## src/rtl/bffa_pkg.sv

```systemverilog
// Shared types and constants for the bitmap first-fit block allocator.
// No dependencies; every other file imports this package.
package bffa_pkg;

    localparam int NUM_BLOCKS  = 1024;
    localparam int BLOCK_BYTES = 64;
    localparam int BLK_W       = $clog2(NUM_BLOCKS);
    localparam int CNT_W       = BLK_W + 1;
    localparam int OFF_W       = $clog2(BLOCK_BYTES);
    localparam int WORD_W      = 32;
    localparam int BIT_W       = $clog2(WORD_W);
    localparam int WORDS       = NUM_BLOCKS / WORD_W;
    localparam int WADDR_W     = $clog2(WORDS);
    localparam int CHUNK       = 8;
    localparam int CHUNK_W     = $clog2(CHUNK);
    localparam int CFG_IDX_W   = 2;

    localparam logic [1:0] CMD_ALLOC = 2'd0;
    localparam logic [1:0] CMD_FREE  = 2'd1;

    localparam logic [CFG_IDX_W-1:0] REG_POOL_BASE   = 2'd0;
    localparam logic [CFG_IDX_W-1:0] REG_POOL_BLOCKS = 2'd1;

    typedef enum logic [2:0] {
        ST_OK, ST_ZERO, ST_EXHAUSTED, ST_NULL,
        ST_RANGE, ST_MISALIGNED, ST_NOT_ALLOC, ST_UNINIT
    } t_status;

    typedef enum logic [1:0] {
        KIND_ZERO, KIND_IDX, KIND_RUN
    } t_res_kind;

    typedef enum logic [3:0] {
        S_CLEAR, S_IDLE, S_CHECK, S_RL_CHK, S_SCAN_RD, S_SCAN,
        S_MOD_RD, S_MOD_WR, S_DONE
    } t_state;

    typedef struct packed {
        logic      clr_start;
        logic      clr_step;
        logic      load_in;
        logic      scan_init;
        logic      scan_rd;
        logic      scan_step;
        logic      rl_rd;
        logic      take_run;
        logic      mod_rd;
        logic      mod_wr;
        logic      set_res;
        t_status   res_status;
        t_res_kind res_kind;
        logic      out_load;
    } t_dp_cmd;

    typedef struct packed {
        logic    cfg_wr;
        logic    clr_last;
        logic    uninit;
        logic    is_alloc;
        logic    is_free;
        logic    req_zero;
        logic    req_exh;
        t_status loc_status;
        logic    rl_zero;
        logic    scan_found;
        logic    scan_end;
        logic    scan_wrap;
        logic    mod_last;
        logic    out_free;
    } t_dp_stat;

endpackage

```

## src/rtl/bffa_ctrl.sv

```systemverilog
// Controller state machine of the allocator: sequences clear, check, scan and update.
// Depends on bffa_pkg; drives the datapath through t_dp_cmd.
module bffa_ctrl (
    input  logic               i_clk,
    input  logic               i_rst_n,
    input  logic               i_in_valid,
    output logic               o_in_ready,
    input  bffa_pkg::t_dp_stat i_stat,
    output bffa_pkg::t_dp_cmd  o_cmd
);
    import bffa_pkg::*;

    t_state r_state, n_state;

    // state register
    always_ff @(posedge i_clk) begin
        if (!i_rst_n) begin
            r_state <= S_CLEAR;
        end else begin
            r_state <= n_state;
        end
    end

    // next state and commands
    always_comb begin
        n_state    = r_state;
        o_cmd      = '0;
        o_in_ready = 1'b0;
        unique case (r_state)
            S_CLEAR: begin
                o_cmd.clr_step = 1'b1;
                if (i_stat.clr_last) begin
                    n_state = S_IDLE;
                end
            end
            S_IDLE: begin
                o_in_ready = !i_stat.cfg_wr;
                if (i_in_valid && !i_stat.cfg_wr) begin
                    o_cmd.load_in = 1'b1;
                    n_state = S_CHECK;
                end
            end
            S_CHECK: begin
                priority if (i_stat.uninit) begin
                    o_cmd.set_res    = 1'b1;
                    o_cmd.res_status = ST_UNINIT;
                    o_cmd.res_kind   = KIND_ZERO;
                    n_state = S_DONE;
                end else if (i_stat.is_alloc && i_stat.req_zero) begin
                    o_cmd.set_res    = 1'b1;
                    o_cmd.res_status = ST_ZERO;
                    o_cmd.res_kind   = KIND_ZERO;
                    n_state = S_DONE;
                end else if (i_stat.is_alloc && i_stat.req_exh) begin
                    o_cmd.set_res    = 1'b1;
                    o_cmd.res_status = ST_EXHAUSTED;
                    o_cmd.res_kind   = KIND_ZERO;
                    n_state = S_DONE;
                end else if (i_stat.is_alloc) begin
                    o_cmd.scan_init = 1'b1;
                    n_state = S_SCAN_RD;
                end else if (i_stat.loc_status != ST_OK) begin
                    o_cmd.set_res    = 1'b1;
                    o_cmd.res_status = i_stat.loc_status;
                    o_cmd.res_kind   = KIND_ZERO;
                    n_state = S_DONE;
                end else begin
                    o_cmd.rl_rd = 1'b1;
                    n_state = S_RL_CHK;
                end
            end
            S_RL_CHK: begin
                priority if (i_stat.rl_zero) begin
                    o_cmd.set_res    = 1'b1;
                    o_cmd.res_status = ST_NOT_ALLOC;
                    o_cmd.res_kind   = KIND_IDX;
                    n_state = S_DONE;
                end else if (i_stat.is_free) begin
                    o_cmd.take_run = 1'b1;
                    n_state = S_MOD_RD;
                end else begin
                    o_cmd.take_run   = 1'b1;
                    o_cmd.set_res    = 1'b1;
                    o_cmd.res_status = ST_OK;
                    o_cmd.res_kind   = KIND_RUN;
                    n_state = S_DONE;
                end
            end
            S_SCAN_RD: begin
                o_cmd.scan_rd = 1'b1;
                n_state = S_SCAN;
            end
            S_SCAN: begin
                o_cmd.scan_step = 1'b1;
                priority if (i_stat.scan_found) begin
                    n_state = S_MOD_RD;
                end else if (i_stat.scan_end) begin
                    o_cmd.set_res    = 1'b1;
                    o_cmd.res_status = ST_EXHAUSTED;
                    o_cmd.res_kind   = KIND_ZERO;
                    n_state = S_DONE;
                end else if (i_stat.scan_wrap) begin
                    n_state = S_SCAN_RD;
                end else begin
                    n_state = S_SCAN;
                end
            end
            S_MOD_RD: begin
                o_cmd.mod_rd = 1'b1;
                n_state = S_MOD_WR;
            end
            S_MOD_WR: begin
                o_cmd.mod_wr = 1'b1;
                if (i_stat.mod_last) begin
                    o_cmd.set_res    = 1'b1;
                    o_cmd.res_status = ST_OK;
                    o_cmd.res_kind   = KIND_RUN;
                    n_state = S_DONE;
                end else begin
                    n_state = S_MOD_RD;
                end
            end
            S_DONE: begin
                if (i_stat.out_free) begin
                    o_cmd.out_load = 1'b1;
                    n_state = S_IDLE;
                end
            end
            default: begin
                n_state = S_CLEAR;
            end
        endcase

        // a register write restarts the clearing pass
        if (i_stat.cfg_wr) begin
            o_cmd           = '0;
            o_cmd.clr_start = 1'b1;
            o_in_ready      = 1'b0;
            n_state         = S_CLEAR;
        end
    end

endmodule

```

## config.mk

```make
export PLATFORM = sky130hd
export DESIGN_NAME = bffa_ctrl
export DESIGN_NICKNAME = d
export VERILOG_FILES = /design/src/rtl/bffa_pkg.sv /design/src/rtl/bffa_ctrl.sv
export SDC_FILE = /design/constraint.sdc
export NUM_CORES = 1
export LEC_CHECK = 0
export BUFFER_PORTS_ARGS = -buffer_cell sky130_fd_sc_hd__clkbuf_2
export CAP_MARGIN = 20
export CORE_MARGIN = 4
export CORE_UTILIZATION = 41
export DETAILED_ROUTE_END_ITERATION = 10
export PLACE_DENSITY_LB_ADDON = 0.15
export SLEW_MARGIN = 15
export SYNTH_ARGS = -nofsm -noshare
export SYNTH_HDL_FRONTEND = slang
export SYNTH_SLANG_ARGS = --single-unit
```

## constraint.sdc

```tcl
create_clock -name i_clk -period 2.1 [get_ports i_clk]
set_clock_uncertainty 0.1 [all_clocks]
set_input_delay 0.42 -clock i_clk [delete_from_list [all_inputs] [get_ports i_clk]]
set_output_delay 0.42 -clock i_clk [all_outputs]
set_load 0.01 [all_outputs]
```

# Word-level counts from Yosys, hierarchy flattened
# Cells that the tools add are included.
# Widths: inputs -> output; s select.
# totals
out_inout_bits	18
regBits	4
input_bits	19
# op_classes
bitwise	1
n_mux	51
reduce_logical	8
n_eq_ne	11
# op_table
operator	n
$mux 6	10
$mux 4	13
$pmux 4 s9	1
$mux 1	25
$pmux 6 s4	1
$mux 17	1
$eq 4x3->1 const B	4
$eq 4x2->1 const B	2
$ne 2x2->1 const B	3
$eq 4x1->1 const B	1
$eq 4x4->1 const B	1
$logic_not 4->1	1
$logic_and 1x1->1	3
$reduce_and 3->1	1
$reduce_bool 3->1	1
$reduce_or 2->1	1
$logic_not 1->1	1
$not 1->1	1

# Depth between registers and ports, before layout
# Gate-level depths: netlist (run 1).
# logic_depth
word_depth	8
depth_mapped	5
ltp_nobuf	4

# Worst setup path before layout (run 1)
# No wires, ideal clock.
# synth_path
path_type	flip-flop to output port
startpoint	reg r_state[3]
endpoint	out o_cmd[2] (netlist bit)
stages_incl_launch_ff	6
setup_slack_ns	0.334
n_path_buf	1
arrival_ns	1.246
required_ns	1.580
path_cell_list	dfxtp_1 -> buf_2 -> nor2_2 -> nand3_1 -> or3_1 -> a21oi_1
# synth_rtl
item	line	text
start, declared	bffa_ctrl.sv:13	t_state r_state, n_state;
start signal, assigned	bffa_ctrl.sv:20	r_state <= n_state;
end, declared	bffa_ctrl.sv:9	output bffa_pkg::t_dp_cmd o_cmd

==> results by group, run 1 <==
Run status
  • Status: complete, no violations

Layout
  • Biggest regs: r_state (4)
  • Ant. Diodes: 0
  • Ratio of cells with drive above 1 in the final layout: 0.500
  • Area delta synth->final: 53.3%
  • Final net count: 149
  • Reg with most FFs: r_state
  • Max FFs per register: 4

Die
  • IO Pins: 37
  • Initial core utilization: 0.444
  • Die X: 46.0 µm
  • Rows: 13
  • Die area: 2120 µm²
  • Core area: 1330 µm²
  • Die Ht: 46.0 µm

CTS
  • Clk root buf: clkbuf_4
  • CTS H-tree depth: 1
  • CTS max path bufs: 2
  • Clock-pin slew on the worst setup and hold paths: 0.04 ns
  • Clk Latency, worst-skew pair: 0.23 ns
  • Hold buffer count at CTS: 0
  • CTS tree: yes
  • Num CTS Buffers: 3
  • Clk sinks: 4

Setup path
  • CP top delay family: simple AND/OR/NAND/NOR gates
  • R2R cell count: 5
  • Max FO, Critical Path: 8
  • Setup Crit Path Kind: register to output port
  • FF-to-FF Start: r_state[2]
  • Reg-to-Reg End: r_state[1]
  • Slowest CP cell: or3_4
  • Max incr delay on CP: 0.41 ns
  • Critical path endpoint category: output port
  • Crit path DAT: 1.49 ns
  • CP Launch Type: register
  • WP buf/inv: 2
  • Reg2Reg Setup Slack: 0.51 ns
  • Critical path data required time: 1.58 ns
  • CP Cell Sequence: buf_4 > or3_4 > a21oi_1 > clkbuf_2

Synthesis
  • Yosys cell types: 36
  • Post-Synth Simple-Gate Area: 0.514
  • Synth warn: 0
  • Largest family of logic cells by synthesized area: simple AND/OR/NAND/NOR gates
  • Number of synthesized register bits: 4
  • Complex-gate fraction of the synthesized area: 0.230
  • XOR/XNOR Fraction of Synth Area: 0
  • Post-synth EDFFs: 0
  • Sequential share of the synthesized area: 0.135
  • Synth Area per Inst: 6.88 µm²
  • Main synth FF type: dfxtp_1
  • Mapped Nets: 105
  • FFs w/ async S/R, synth: 0
  • Post-synthesis mux area share: 0.0338
  • Mapped cell area: 592 µm²
  • Adder-cell area share of the yosys netlist: 0
  • Post-Syn Instances: 86

Global route
  • M3 GR Usage: 0.0158
  • Routing usage on met2: 0.310
  • Largest net degree at the start of global routing: 14
  • GRT Total Usage: 0.190
  • Global route overflow: 0
  • Vias in the first global route: 732
  • GR met1 Demand/Resource: 0.236
  • First-pass GRT wire length: 2.93 mm
  • GRT busiest layer: met2
  • Antenna violations before repair: 0

Drt
  • Drt total wl: 1.88 mm
  • Initial DRT Pass Iterations: 2
  • Vias per cell: 5.44
  • Drt wl/cell: 13.2 µm
  • ANT nets after route: 0
  • DRT iter0 DRCs: 9
  • # DRC: 0
  • Via count: 778

Pwr
  • Max VDD drop: 0.147 mV
  • Leakage power: 0.398 nW
  • Pwr Density: 281 nW/µm²

Timing
  • Fin. Hold Viols: 0
  • Slew HR: 0.722
  • Setup Total Neg Slack: 0 ns
  • Period utilization: 0.959
  • Max-slew violation count: 0
  • PnR worst setup slack: 0.0863 ns
  • Fin crit period: 2.01 ns
  • Setup Viol. Count Final: 0
  • Fmax: 497 MHz
  • Tightest Pin Transition: 0.414 ns

Place
  • DP Worst Slack: 0.156 ns
  • Input/output buffers: 36
  • Hpwl dp: 1.49 mm
  • GP Congestion: 0.790

Min path
  • Worst Hold Class: input pin to register
  • Hold_sp: i_in_valid
  • Worst Hold Path Cells: 3
  • Hold Path Sink: r_state[0]

Job
  • Max-cap violations: 0
==> report_power, final <==
group / internal, W / switching [W] / total [W]
Sequential: 0.0000774 / 0.00000552 / 0.0000829
Clock: 0.0000639 / 0.0000306 / 0.0000945
Combinational: 0.0000370 / 0.0000402 / 0.0000772
==> Yosys cell counts, types with 2 or more instances <==
library cell / count / area share
o22ai_1: 2 / 0.021
buf_2: 2 / 0.017
nor2_1: 9 / 0.057
buf_6: 2 / 0.038
nor4b_1: 2 / 0.030
nand3_1: 2 / 0.017
a211oi_1: 2 / 0.025
or3_1: 2 / 0.021
and3_1: 2 / 0.021
inv_1: 2 / 0.013
nor2b_1: 7 / 0.074
nor4_1: 2 / 0.021
a21oi_1: 6 / 0.051
nand2b_1: 6 / 0.063
o21ai_0: 3 / 0.025
mux2i_1: 2 / 0.034
nor3_1: 7 / 0.059
nand2_1: 5 / 0.032
dfxtp_1: 4 / 0.14
==> how the worst max path moves through the flow <==
stage,startpoint,slack (ns),cells past startpoint,endpoint
2_1_floorplan,r_state[3],0.33,5,o_cmd[2]
3_3_place_gp,r_state[1],0.18,5,o_cmd[6]
3_5_place_dp,r_state[1],0.16,5,o_cmd[6]
4_1_cts,r_state[3],0.02,5,o_cmd[2]
5_1_grt,r_state[2],-0.001,5,o_cmd[2]
6_report,r_state[3],0.09,4,o_cmd[4]
==> final cells by class <==
class                      instances  area (µm²)
tap                               15        18.8
multi-input combinational         74         523
clock buffer                       3        22.5
fill                             119         427
timing repair buffer              45         248
sequential                         4        87.6
inverter                           2        7.51
==> worst reg2reg max path: cells and delay by family (launching register included) <==
family | cells | cell delay (ns)
buffers and inverters | 1 | 0.16
AOI/OAI and AO/OA | 2 | 0.50
DFF | 1 | 0.38
and+or+nand+nor | 2 | 0.39
==> per-stage QoR <==
stage	hold WS (ns)	instances	power, W	util	area, µm²
global route	0.426	143	0.000276	0.680	907
detailed placement	0.553	139	0.000158	0.605	807
global placement	0.557	139	0.000156	0.605	807
floorplan	0.521	86	0.000124	-	592
CTS	0.409	142	0.000259	0.629	840
finish	0.418	143	0.000255	0.680	907
==> cells in the final DEF (no fill, tap or decap), types with 4 or more instances in the layout <==
master,instances
clkbuf_2,35
nor2_1,9
buf_4,9
nor2b_1,6
nand2b_1,6
nor3_1,6
a21oi_1,6
nand2_1,4
==> kinds of logic (layout without fill, tap and decap cells) <==
logic type	after synthesis	count (layout)
simple gates	52	52
mux	2	2
flops	4	4
buf+inv	8	50
compound gates	20	20
==> timing repair <==
action	in CTS	in global routing
setup endpoints to repair	7	3
resized for setup	5	13
cloned	0	0
hold endpoints to repair	0	0
pin swaps	0	2
buffers inserted	0	1
==> metal layers <==
layer / up-vias / wire (µm)
met5: - / 0
met4: 0 / 21
met3: 4 / 89
met2: 19 / 955
met1: 353 / 814
li1: 402 / -
(Power assumes the default switching activity.)
==> run 2, diff against run 1 <==
--- a/config.mk
+++ b/config.mk
@@ -11,6 +11,7 @@
 export CORE_UTILIZATION = 41
 export DETAILED_ROUTE_END_ITERATION = 10
 export PLACE_DENSITY_LB_ADDON = 0.15
+export SETUP_SLACK_MARGIN = 0.15
 export SLEW_MARGIN = 15
 export SYNTH_ARGS = -nofsm -noshare
 export SYNTH_HDL_FRONTEND = slang
==> run 2 against run 1 <==
Sequential power down 2%. Combinational power is 13% higher. Total power grew 3.4%. Hold slack got worse by 0.0019 ns. Largest power group unchanged. Global-route usage up 2.6 points. Setup slack improved by 0.058 ns. Non-clock buffer count grew 6.
==> results by group, run 2 (synthesis gave the netlist of run 1 again) <==
Setup path
  • Setup Crit Path Kind: register to output port
  • Max incr delay on CP: 0.37 ns (-0.04 ns)
  • Crit path DAT: 1.44 ns (-0.05 ns)
  • Reg2Reg Setup Slack: 0.45 ns (-0.06 ns)
  • WP depth: 5 (+1)
  • Max FO, Critical Path: 7 (-1)
  • Critical path endpoint category: output port
  • Critical path data required time: 1.58 ns (about the same)
  • CP Launch Type: register
  • Slowest CP cell: dfxtp_4
  • R2R cell count: 6 (+1)
  • CP top delay family: simple AND/OR/NAND/NOR gates
  • WP buf/inv: 1 (-1)
  • CP Cell Sequence: nor2_4 > nand3_2 > or3_1 > a21oi_2 > buf_2

Pwr
  • Leakage power: 0.440 nW (+10%)
  • Max VDD drop: 0.152 mV (+3.6%)
  • Clk pwr share: 0.362 (-0.009)
  • Reg power frac: 0.307 (-0.019)
  • Internal power: 0.000180 W (+1.1%)
  • P_sw: 0.0000831 W (+8.9%)
  • Pwr Density: 262 nW/µm² (-6.7%)
  • Net Sw Frac: 0.316 (+0.0158)
  • Part of the power in combinational logic: 0.331 (+0.028)
  • Post-layout power: 0.000263 W (+3.4%)

Global route
  • First-pass GRT wire length: 3.27 mm (+12%)
  • GRT Total Usage: 0.216 (+0.0256)
  • Global route overflow: 0 (unchanged)
  • Largest net degree at the start of global routing: 14 (unchanged)
  • Vias in the first global route: 775 (+5.9%)
  • Antenna violations before repair: 0 (unchanged)

CTS
  • CTS max path bufs: 2 (unchanged)
  • Clk root buf: clkbuf_4
  • Num CTS Buffers: 3 (unchanged)
  • Clk sinks: 4 (unchanged)
  • Clk Latency, worst-skew pair: 0.24 ns (about the same)
  • Clock-pin slew on the worst setup and hold paths: 0.04 ns (about the same)
  • CTS tree: yes
  • CTS H-tree depth: 1 (unchanged)

Job
  • Max-cap violations: 0 (unchanged)

Die
  • Core area: 1330 µm² (unchanged)
  • IO Pins: 37 (unchanged)
  • Initial core utilization: 0.444 (unchanged)
  • Die X: 46.0 µm (unchanged)
  • Rows: 13 (unchanged)
  • Die Ht: 46.0 µm (unchanged)
  • Die area: 2120 µm² (unchanged)

Run status
  • Status: complete, no violations

Timing
  • Slew HR: 0.775 (+0.0536)
  • Setup Total Neg Slack: 0 ns (unchanged)
  • Fin crit period: 1.96 ns (-0.0576 ns)
  • Max-slew violation count: 0 (unchanged)
  • Fin. Hold Viols: 0 (unchanged)
  • Period utilization: 0.931 (-0.0274)
  • Fmax: 511 MHz (+2.9%)
  • RSZ-0062 raised after global routing: yes
  • Tightest Pin Transition: 0.334 ns (-0.0794 ns)
  • Setup Viol. Count Final: 0 (unchanged)

Place
  • Input/output buffers: 36 (unchanged)
  • GP Congestion: 0.790 (unchanged)
  • Hpwl dp: 1.49 mm (unchanged)

Layout
  • Final net count: 155 (+4.0%)
  • Most frequent cells in the layout: 33 x clkbuf_2, 14 x buf_4, 8 x nor2_1
  • Biggest regs: r_state (4)
  • Area delta synth->final: 70.0%
  • Ratio of cells with drive above 1 in the final layout: 0.590 (+0.0896)
  • Reg area: 95.1 µm² (+8.6%)
  • Max FFs per register: 4 (unchanged)
  • Most common cell after layout, fill and taps aside: clkbuf_2
  • Ant. Diodes: 0 (unchanged)
  • Fill cells: 104 (-13%)
  • Reg with most FFs: r_state
  • Multi-input gate area: 566 µm² (+8.1%)

Drt
  • Vias per cell: 5.74 (+5.6%)
  • DRT iter0 DRCs: 28 (+19)
  • # DRC: 0 (unchanged)
  • ANT nets after route: 0 (unchanged)
  • Drt total wl: 2.28 mm (+21%)
  • Initial DRT Pass Iterations: 4 (+2)
  • Drt wl/cell: 15.3 µm (+16%)
  • Via count: 856 (+10%)

Min path
  • Worst Hold Class: input pin to register
  • Worst Hold Path Cells: 3 (unchanged)
run 2: path summary, 6_finish.rpt:
kind	startpoint	end
worst max-delay path	r_state[3]	o_cmd[2]
worst max register to register	r_state[0]	r_state[1]
worst min-delay path	i_in_valid	r_state[0]
worst min register to register	r_state[3]	r_state[2]
run 2: layout make-up:
type,instances,share of cell area
Clock buffer,3,0.0224
Inverter,2,0.00746
Multi-Input combinational cell,74,0.562
Sequential cell,4,0.0945
Tap cell,15,0.0187
Timing Repair Buffer,51,0.295
run 2: per-layer routing:
| layer | global-route usage | wire length (µm) |
|---|---|---|
| met1 | 0.248 | 894 |
| met2 | 0.376 | 1190 |
| met3 | 0.0237 | 169 |
| met4 | 0.125 | 27 |
| met5 | 0 | 0 |
run 2: power by group through the flow:
stage | Sequential [W] | Clock (W) | Combinational, W
final | 0.0000809 | 0.0000952 | 0.0000872
after global placement | 0.0000844 | 0 | 0.0000714
after detailed placement | 0.0000843 | 0 | 0.0000734
after global routing | 0.0000816 | 0.000108 | 0.0000938
after floorplan | 0.0000805 | 0 | 0.0000436
after CTS | 0.0000802 | 0.000101 | 0.0000778
run 2: through the flow:
step	util	instance area [µm²]	hold WS [ns]	instances	setup WS, ns
6_report	0.754	1010	0.416	149	0.144
5_1_grt	0.754	1010	0.424	149	0.0655
4_1_cts	0.709	946	0.407	146	0.144
3_5_place_dp	0.605	807	0.553	139	0.156
3_3_place_gp	0.605	807	0.557	139	0.176
2_1_floorplan	-	592	0.521	86	0.334
run 2: what timing repair did:
| item | 4_1_cts | 5_1_grt |
|---|---|---|
| pin swaps | 6 | 4 |
| hold buffers | 0 | 0 |
| setup endpoints to repair | 11 | 9 |
| buffers inserted | 4 | 3 |
| gates resized for setup | 23 | 13 |
run 2: worst register-to-register path, delay by kind of cell (launching register included):
kind / cells / cell delay, ns
AOI/OAI and AO/OA: 2 / 0.50
DFF: 1 / 0.38
buffers and inverters: 2 / 0.33
and+or+nand+nor: 2 / 0.29
